**src/design/g128_pkg.sv**
```systemverilog
// ----------------------------------------------------------------------------
// g128_pkg
// Types, codes and the round function shared by the Grain-128AEAD engine.
// ----------------------------------------------------------------------------
`default_nettype none
package g128_pkg;

  typedef enum logic [1:0] {
    REQ_AD     = 2'd0,
    REQ_MSG    = 2'd1,
    REQ_FINISH = 2'd2,
    REQ_NONE   = 2'd3
  } req_e;

  typedef enum logic [2:0] {
    CFG_KEY_LOW    = 3'd0,
    CFG_KEY_HIGH   = 3'd1,
    CFG_NONCE_LOW  = 3'd2,
    CFG_NONCE_HIGH = 3'd3,
    CFG_DECRYPT    = 3'd4
  } cfg_e;

  typedef enum logic [1:0] {
    PH_IDLE = 2'd0,
    PH_MIX  = 2'd1,
    PH_ACC  = 2'd2,
    PH_SR   = 2'd3
  } phase_e;

  localparam int unsigned BitsPerCycle = 16;
  localparam int unsigned MixCycles    = 256 / BitsPerCycle;
  localparam int unsigned LoadCycles   = 64 / BitsPerCycle;
  localparam int unsigned CntW         = 4;

  typedef struct packed {
    req_e       req;
    logic [7:0] data;
  } cmd_t;

  typedef struct packed {
    logic [127:0] lfsr;
    logic [127:0] nfsr;
  } cipher_t;

  typedef struct packed {
    cipher_t     st;
    logic [15:0] y;
  } step_t;

  // Advance the cipher 16 steps. feed_y adds y to both feedbacks, extra
  // carries one bit per step into the LFSR feedback.
  function automatic step_t grain_step16(cipher_t s, logic feed_y, logic [15:0] extra);
    logic [127:0] l;
    logic [127:0] n;
    logic         y;
    logic         fl;
    logic         gn;
    step_t        r;
    l = s.lfsr;
    n = s.nfsr;
    r.y = '0;
    for (int i = 0; i < 16; i++) begin
      y = n[2] ^ n[15] ^ n[36] ^ n[45] ^ n[64] ^ n[73] ^ n[89] ^ l[93]
        ^ (n[12] & l[8]) ^ (l[13] & l[20]) ^ (n[95] & l[42])
        ^ (l[60] & l[79]) ^ (n[12] & n[95] & l[94]);
      fl = l[0] ^ l[7] ^ l[38] ^ l[70] ^ l[81] ^ l[96];
      gn = l[0] ^ n[0] ^ n[26] ^ n[56] ^ n[91] ^ n[96]
         ^ (n[3] & n[67]) ^ (n[11] & n[13]) ^ (n[17] & n[18])
         ^ (n[27] & n[59]) ^ (n[40] & n[48]) ^ (n[61] & n[65])
         ^ (n[68] & n[84]) ^ (n[88] & n[92] & n[93] & n[95])
         ^ (n[22] & n[24] & n[25]) ^ (n[70] & n[78] & n[82]);
      fl = fl ^ (feed_y & y) ^ extra[i];
      gn = gn ^ (feed_y & y);
      l = {fl, l[127:1]};
      n = {gn, n[127:1]};
      r.y[i] = y;
    end
    r.st.lfsr = l;
    r.st.nfsr = n;
    return r;
  endfunction

endpackage
`default_nettype wire

```
**src/design/grain128_aead_byte_engine.sv**
```systemverilog
// ----------------------------------------------------------------------------
// grain128_aead_byte_engine
// Grain-128AEAD authenticated encryption, one byte per request.
// ----------------------------------------------------------------------------
// Requests enter through push/full with req_type_i (AD, message, finish) and
// data_byte_i. Results leave through empty/pop: message requests yield one
// out_byte_o, finish yields tag_o with is_tag_o set, AD yields nothing.
// Keys, nonce and mode go through the cfg_valid/cfg_ready write channel;
// cfg_ready stays low while requests or results are in flight.
// Once initialized, throughput is one byte per cycle while the result queue
// has room, set by the 16-step unrolled feedback network. The first request
// after reset or finish starts initialization (load, mixing, accumulator and
// shift register phases); a result then shows the cycle after it is taken.
// Reset clears all control state and the configuration registers.
// A stalled result side backs up the two-entry result queue, then the
// two-entry request queue, then raises full.
// ----------------------------------------------------------------------------
`default_nettype none
module grain128_aead_byte_engine (
  input  wire logic        clk_i,
  input  wire logic        rst_ni,
  input  wire logic        push,
  output logic             full,
  input  wire logic [1:0]  req_type_i,
  input  wire logic [7:0]  data_byte_i,
  output logic             empty,
  input  wire logic        pop,
  output logic [7:0]       out_byte_o,
  output logic [63:0]      tag_o,
  output logic             is_tag_o,
  input  wire logic        cfg_valid,
  output logic             cfg_ready,
  input  wire logic [2:0]  cfg_index_i,
  input  wire logic [63:0] cfg_data_i
);

  logic [63:0]    key_low_q, key_high_q, nonce_low_q;
  logic [31:0]    nonce_high_q;
  logic           decrypt_q;
  logic           cmd_valid, cmd_take, busy;
  g128_pkg::cmd_t cmd;

  assign cfg_ready = !busy;

  always_ff @(posedge clk_i or negedge rst_ni) begin
    if (!rst_ni) begin
      key_low_q    <= '0;
      key_high_q   <= '0;
      nonce_low_q  <= '0;
      nonce_high_q <= '0;
      decrypt_q    <= 1'b0;
    end else if (cfg_valid && cfg_ready) begin
      unique case (cfg_index_i)
        g128_pkg::CFG_KEY_LOW:    key_low_q    <= cfg_data_i;
        g128_pkg::CFG_KEY_HIGH:   key_high_q   <= cfg_data_i;
        g128_pkg::CFG_NONCE_LOW:  nonce_low_q  <= cfg_data_i;
        g128_pkg::CFG_NONCE_HIGH: nonce_high_q <= cfg_data_i[31:0];
        g128_pkg::CFG_DECRYPT:    decrypt_q    <= cfg_data_i[0];
        default: ;
      endcase
    end
  end

  g128_front u_front (
    .clk_i, .rst_ni,
    .push_i      (push),
    .full_o      (full),
    .req_type_i,
    .data_byte_i,
    .cmd_valid_o (cmd_valid),
    .cmd_o       (cmd),
    .cmd_take_i  (cmd_take)
  );

  g128_back u_back (
    .clk_i, .rst_ni,
    .key_low_i    (key_low_q),
    .key_high_i   (key_high_q),
    .nonce_low_i  (nonce_low_q),
    .nonce_high_i (nonce_high_q),
    .decrypt_i    (decrypt_q),
    .cmd_valid_i  (cmd_valid),
    .cmd_i        (cmd),
    .cmd_take_o   (cmd_take),
    .busy_o       (busy),
    .empty_o      (empty),
    .pop_i        (pop),
    .out_byte_o,
    .tag_o,
    .is_tag_o
  );

endmodule
`default_nettype wire

```
**src/design/g128_front.sv**
```systemverilog
// ----------------------------------------------------------------------------
// g128_front
// Input side: accept requests, drop unused codes, queue the rest.
// ----------------------------------------------------------------------------
`default_nettype none
module g128_front (
  input  wire logic            clk_i,
  input  wire logic            rst_ni,
  input  wire logic            push_i,
  output logic                 full_o,
  input  wire logic [1:0]      req_type_i,
  input  wire logic [7:0]      data_byte_i,
  output logic                 cmd_valid_o,
  output g128_pkg::cmd_t       cmd_o,
  input  wire logic            cmd_take_i
);

  g128_pkg::cmd_t slot_q [2];
  logic           wr_q, wr_d, rd_q, rd_d;
  logic [1:0]     cnt_q, cnt_d;
  logic           push_ok;
  logic           keep;

  assign full_o      = (cnt_q == 2'd2);
  assign push_ok     = push_i && !full_o;
  assign keep        = push_ok && (req_type_i != g128_pkg::REQ_NONE);
  assign cmd_valid_o = (cnt_q != 2'd0);
  assign cmd_o       = slot_q[rd_q];

  always_comb begin
    wr_d  = wr_q ^ keep;
    rd_d  = rd_q ^ (cmd_take_i && cmd_valid_o);
    cnt_d = cnt_q + {1'b0, keep} - {1'b0, cmd_take_i && cmd_valid_o};
  end

  always_ff @(posedge clk_i or negedge rst_ni) begin
    if (!rst_ni) begin
      wr_q  <= 1'b0;
      rd_q  <= 1'b0;
      cnt_q <= 2'd0;
    end else begin
      wr_q  <= wr_d;
      rd_q  <= rd_d;
      cnt_q <= cnt_d;
    end
  end

  always_ff @(posedge clk_i) begin
    if (keep) begin
      slot_q[wr_q] <= '{req: g128_pkg::req_e'(req_type_i), data: data_byte_i};
    end
  end

endmodule
`default_nettype wire

```
**src/design/g128_back.sv**
```systemverilog
// ----------------------------------------------------------------------------
// g128_back
// Cipher core: initialization sequencer, 16 cipher steps per byte, output queue.
// ----------------------------------------------------------------------------
`default_nettype none
module g128_back (
  input  wire logic            clk_i,
  input  wire logic            rst_ni,
  input  wire logic [63:0]     key_low_i,
  input  wire logic [63:0]     key_high_i,
  input  wire logic [63:0]     nonce_low_i,
  input  wire logic [31:0]     nonce_high_i,
  input  wire logic            decrypt_i,
  input  wire logic            cmd_valid_i,
  input  wire g128_pkg::cmd_t  cmd_i,
  output logic                 cmd_take_o,
  output logic                 busy_o,
  output logic                 empty_o,
  input  wire logic            pop_i,
  output logic [7:0]           out_byte_o,
  output logic [63:0]          tag_o,
  output logic                 is_tag_o
);

  g128_pkg::phase_e           ph_q, ph_d;
  logic [g128_pkg::CntW-1:0]  cnt_q, cnt_d;
  logic                       init_q, init_d;
  g128_pkg::cipher_t          st_q, st_d;
  logic [63:0]                acc_q, acc_d, sr_q, sr_d;
  g128_pkg::step_t            stp;
  logic                       feed;
  logic [15:0]                extra;
  logic [7:0]                 ob;
  logic                       pbit;

  // two-entry result queue
  logic [72:0]                res_q [2];
  logic                       rw_q, rr_q;
  logic [1:0]                 rc_q;
  logic                       res_push, res_pop;
  logic [72:0]                res_d;

  assign res_pop  = pop_i && (rc_q != 2'd0);
  assign empty_o  = (rc_q == 2'd0);
  assign {is_tag_o, tag_o, out_byte_o} = res_q[rr_q];
  assign busy_o   = (ph_q != g128_pkg::PH_IDLE) || cmd_valid_i || (rc_q != 2'd0);

  always_comb begin
    feed  = (ph_q == g128_pkg::PH_MIX);
    unique case (ph_q)
      g128_pkg::PH_ACC: extra = key_low_i[cnt_q[1:0]*16 +: 16];
      g128_pkg::PH_SR:  extra = key_high_i[cnt_q[1:0]*16 +: 16];
      default:          extra = '0;
    endcase
  end

  assign stp = g128_pkg::grain_step16(st_q, feed, extra);

  always_comb begin
    ph_d       = ph_q;
    cnt_d      = cnt_q;
    init_d     = init_q;
    st_d       = st_q;
    acc_d      = acc_q;
    sr_d       = sr_q;
    cmd_take_o = 1'b0;
    res_push   = 1'b0;
    res_d      = '0;
    ob         = '0;
    pbit       = 1'b0;
    unique case (ph_q)
      g128_pkg::PH_IDLE: begin
        if (cmd_valid_i && !init_q) begin
          st_d.nfsr = {key_high_i, key_low_i};
          st_d.lfsr = {1'b0, 31'h7fffffff, nonce_high_i, nonce_low_i};
          ph_d      = g128_pkg::PH_MIX;
          cnt_d     = '0;
        end else if (cmd_valid_i && (rc_q != 2'd2 || res_pop)) begin
          cmd_take_o = 1'b1;
          if (cmd_i.req == g128_pkg::REQ_FINISH) begin
            res_push = 1'b1;
            res_d    = {1'b1, acc_q ^ sr_q, 8'h00};
            init_d   = 1'b0;
          end else begin
            st_d = stp.st;
            for (int i = 0; i < 8; i++) begin
              ob[i] = cmd_i.data[i] ^ stp.y[2*i];
              pbit  = (cmd_i.req == g128_pkg::REQ_MSG && decrypt_i) ? ob[i]
                                                                   : cmd_i.data[i];
              if (pbit) acc_d = acc_d ^ sr_d;
              sr_d = {stp.y[2*i+1], sr_d[63:1]};
            end
            if (cmd_i.req == g128_pkg::REQ_MSG) begin
              res_push = 1'b1;
              res_d    = {1'b0, 64'h0, ob};
            end
          end
        end
      end
      g128_pkg::PH_MIX: begin
        st_d  = stp.st;
        cnt_d = cnt_q + 1'b1;
        if (cnt_q == g128_pkg::CntW'(g128_pkg::MixCycles - 1)) begin
          ph_d  = g128_pkg::PH_ACC;
          cnt_d = '0;
        end
      end
      g128_pkg::PH_ACC: begin
        st_d = stp.st;
        acc_d[cnt_q[1:0]*16 +: 16] = stp.y;
        cnt_d = cnt_q + 1'b1;
        if (cnt_q == g128_pkg::CntW'(g128_pkg::LoadCycles - 1)) begin
          ph_d  = g128_pkg::PH_SR;
          cnt_d = '0;
        end
      end
      g128_pkg::PH_SR: begin
        st_d = stp.st;
        sr_d[cnt_q[1:0]*16 +: 16] = stp.y;
        cnt_d = cnt_q + 1'b1;
        if (cnt_q == g128_pkg::CntW'(g128_pkg::LoadCycles - 1)) begin
          ph_d   = g128_pkg::PH_IDLE;
          cnt_d  = '0;
          init_d = 1'b1;
        end
      end
      default: ph_d = g128_pkg::PH_IDLE;
    endcase
  end

  always_ff @(posedge clk_i or negedge rst_ni) begin
    if (!rst_ni) begin
      ph_q   <= g128_pkg::PH_IDLE;
      cnt_q  <= '0;
      init_q <= 1'b0;
      rw_q   <= 1'b0;
      rr_q   <= 1'b0;
      rc_q   <= 2'd0;
    end else begin
      ph_q   <= ph_d;
      cnt_q  <= cnt_d;
      init_q <= init_d;
      rw_q   <= rw_q ^ res_push;
      rr_q   <= rr_q ^ res_pop;
      rc_q   <= rc_q + {1'b0, res_push} - {1'b0, res_pop};
    end
  end

  always_ff @(posedge clk_i) begin
    st_q  <= st_d;
    acc_q <= acc_d;
    sr_q  <= sr_d;
    if (res_push) begin
      res_q[rw_q] <= res_d;
    end
  end

endmodule
`default_nettype wire

```
**config.mk**
```make
export PLATFORM = sky130hd
export DESIGN_NAME = grain128_aead_byte_engine
export DESIGN_NICKNAME = d
export VERILOG_FILES = /design/src/design/g128_pkg.sv /design/src/design/grain128_aead_byte_engine.sv /design/src/design/g128_front.sv /design/src/design/g128_back.sv
export SDC_FILE = /design/constraint.sdc
export NUM_CORES = 2
export LEC_CHECK = 0
export ABC_AREA = 1
export BUFFER_PORTS_ARGS = -buffer_cell sky130_fd_sc_hd__buf_2
export CAP_MARGIN = 5
export CORE_AREA = 10 10 340 407
export DETAILED_ROUTE_END_ITERATION = 7
export DIE_AREA = 0 0 350 417
export PLACE_DENSITY = 0.59
export SYNTH_ARGS = -nofsm -noshare
export SYNTH_HDL_FRONTEND = slang
export SYNTH_SLANG_ARGS = --single-unit
```
**constraint.sdc**
```tcl
create_clock -name clk_i -period 19.7 [get_ports clk_i]
set_input_delay 3.94 -clock clk_i [delete_from_list [all_inputs] [get_ports clk_i]]
set_output_delay 3.94 -clock clk_i [all_outputs]
set_load 0.05 [all_outputs]
```
==> summary.md <==
| Metric | Value |
|---|---|
| Cells taking the most area after synthesis | `edfxtp_1 (32%), nand2_1 (19%), dfrtp_1 (12%), xnor2_1 (6.0%), nand3_1 (5.5%)` |
| Min cycle time layout | `6382 ps` |
| Fraction of registers with async set/reset | `30.38%` |
| Count of final setup violators | `0` |
| Number of nets in the layout | `7100` |
| Crit path DAT | `2440 ps` |
| Number of synthesized register bits | `790` |
| Cts bufs inserted | `87` |
| Maximum root-to-sink buffer count | `3` |
| Startpoint of the lowest-slack register-to-register path | `u_front.rd_q` |
| Count of antenna-violating nets left after detailed routing | `0` |
| Overall track demand over capacity in global routing | `28.48%` |
| Slack of the worst reg-to-reg path | `14350 ps` |
| Clk_lat worst skew | `750 ps` |
| Final count of hold timing violations | `0` |
| Layout fillers | `13170` |
| IO Count | `158` |
| Final Instance Area | `0.05660 mm²` |
| Setup skew after layout | `42.85 ps` |
| GR Overflow Total | `0` |
| Max frequency | `156.7 MHz` |
| Initial Utilization | `39.75%` |
| Initial antenna violation count | `3` |
| Layout cell share with drive strength beyond 1 | `6.833%` |
| Clock tree from TritonCTS | `done` |
| Horizontal extent of the die | `350 µm` |
| Site row count | `145` |
| Nature of the critical path endpoint | `output port` |
| H-tree levels | `3` |
| Placer's final routability congestion estimate | `1.060` |
| Hold Worst Slack | `486.4 ps` |
| Most used cells in the layout excluding fill and tap cells | `nand2_1 (2648), inv_1 (721), nand3_1 (569)` |
| Post-detail-place hpwl | `153700 µm` |
| Total of cells resized after clock tree synthesis | `0` |
| Critical path startpoint category | `flip-flop` |
| Most common cell after layout, fill and taps aside | `nand2_1` |
| Worst Reg2Reg Path Length in Cells | `18` |
| DRC errors left | `0` |
| Class of the worst hold path | `reg -> reg` |
| Final-report max-slew violation count | `0` |
| Ys flop type | `edfxtp_1` |
| Post-CTS setup repair buffer count | `0` |
| Count of synthesis-stage warnings from yosys | `0` |
| Largest net degree at the start of global routing | `183` |
| Top cell type's share of synthesized area | `31.94%` |
| Relative max-transition margin | `12.04%` |
| TritonCTS sink count | `790` |
| Area Overhead vs Synth | `9.464%` |
| Final Cycle Share | `32.39%` |
| Hold buffers post-CTS | `0` |
| Count of different cell masters after synthesis | `43` |
| Global-route wire length before repair | `304200 µm` |
| Netlist Area Pre-Place | `0.05171 mm²` |
| Reg-to-Reg End | `u_back.acc_q[37]` |
| Vias in the first global route | `44152` |
| Detailed Routing Iterations Pass 1 | `6` |
| Start-to-end type of the worst setup path | `reg -> out` |
| CTS clock-pin slew for the worst setup and hold paths | `60 ps` |
| Routed length per instance | `24.30 µm` |
| Nets in the synthesized netlist | `7134` |
| Capture point of the worst path | `is_tag_o` |
| Synth Instances | `7030` |
| Number of enable-type register cells in the synthesized netlist | `550` |
| Post-detailed-route via-to-cell ratio | `5.376` |
| Vias after detailed routing | `47092` |
| Placed Instance Area | `0.05362 mm²` |
| Placeable core area | `0.1301 mm²` |
| Number of violations of the max-capacitance limit | `0` |
| Transition at the pin with the smallest max-transition slack | `1306 ps` |
| Clock tree root buffer cell | `clkbuf_16` |
| Synthesized area divided by synthesized cell count | `7.355 µm²` |
| Routed wire length | `212900 µm` |
| Setup TNS | `0 ps` |
| Required time at the worst-slack endpoint | `15760 ps` |
| Crit-path max FO | `73` |
| Floorplan die area | `0.1460 mm²` |
| Critical path origin | `u_back.rr_q` |
| Result of the run | `finished clean` |
| Port Buf Inserts | `157` |
| Cell taking the most area after synthesis | `edfxtp_1` |
| Unrepaired setup endpoints after global routing | `no` |
| Vertical die dimension | `417 µm` |
| Portion of the post-synthesis area used by sequential elements | `43.56%` |
| Number of violations reported at the end of detailed-routing iteration 0 | `4826` |
state kept, by name, indices dropped and copies added (netlist names), 2 cells and up:
| name | flops |
|---|---|
| u_front.cnt_q | 2 |
| nonce_low_q | 64 |
| u_back.ph_q | 2 |
| u_front.slot_q | 20 |
| u_back.rc_q | 2 |
| u_back.cnt_q | 4 |
| u_back.st_q | 256 |
| u_back.sr_q | 64 |
| u_back.acc_q | 64 |
| nonce_high_q | 32 |
| key_high_q | 64 |
| u_back.res_q | 146 |
| key_low_q | 64 |
through the flow:
stage          utilization (%)  std cells  setup slack [ps]
5_1_grt                  43.51       8759             13100
2_1_floorplan                -       7030              3334
4_1_cts                  43.51       8759             13190
3_5_place_dp             41.22       8597             12910
3_3_place_gp             41.22       8597             12980
6_report                 43.51       8760             13320
per-layer routing:
layer	vias up	global-route usage [%]	share of wire [%]
met1	22099	32.84	37
met5	-	0	0.011
met2	2220	46.87	46
met3	653	4.913	7.5
li1	22116	-	-
met4	4	21.73	9.1
cell families after synthesis:
| logic type | after synthesis | share of synthesized area, % |
|---|---|---|
| AO/OA/AOI/OAI | 693 | 6.969 |
| XOR/XNOR | 606 | 10.28 |
| adder cells (fa/ha/maj) | 22 | 0.5323 |
| buffers and inverters | 1108 | 8.675 |
| flip-flops | 790 | 43.56 |
| multiplexers | 3 | 0.05808 |
| AND/OR/NAND/NOR | 3808 | 29.93 |
worst max-delay path: stages, from the launching register on:
cell and delay, ps:
dfrtp_2 400, inv_2 40, buf_4 590, nand2_1 100, nand2_1 250, buf_2 320
synthesized netlist by cell type, drive strengths merged (2+ instances only):
| library cell | count |
|---|---|
| nand3 | 582 |
| o21bai | 6 |
| ha | 22 |
| buf | 134 |
| mux2i | 3 |
| nor3 | 11 |
| o221ai | 3 |
| o21ai | 583 |
| xnor2 | 353 |
| nand3b | 31 |
| nor2 | 465 |
| clkbuf | 215 |
| nand2 | 2672 |
| edfxtp | 550 |
| o22ai | 2 |
| o211ai | 30 |
| a21oi | 63 |
| xor2 | 253 |
| inv | 754 |
| dfrtp | 240 |
| nand4 | 23 |
| or2 | 22 |
| clkinv | 5 |
| a31oi | 3 |
worst min path at each step:
stage	from	slack, ps	end	cells past startpoint
floorplan	key_low_q[13]	450	key_low_q[13]	2
global placement	nonce_high_q[30]	470	nonce_high_q[30]	2
detailed placement	key_low_q[39]	470	key_low_q[39]	2
CTS	key_low_q[39]	490	key_low_q[39]	2
global route	key_low_q[23]	500	key_low_q[23]	2
finish	nonce_high_q[7]	490	nonce_high_q[7]	2
area by class of cell:
| cell class | count | area, µm² | share of cell area [%] |
|---|---|---|---|
| well taps | 1690 | 2115 | 3.736 |
| clock inverters | 53 | 596.8 | 1.054 |
| flip-flops and latches | 790 | 22520 | 39.79 |
| repair buffers | 226 | 1326 | 2.343 |
| inverters | 759 | 2854 | 5.042 |
| multi-input cells | 5132 | 24800 | 43.82 |
| diodes | 1 | 2.502 | 0.004421 |
| clock buffers | 109 | 2384 | 4.211 |
Power is left out: the tool's default activity adds up to more than one toggle a clock period on the data nets, which glitch-free logic cannot reach.
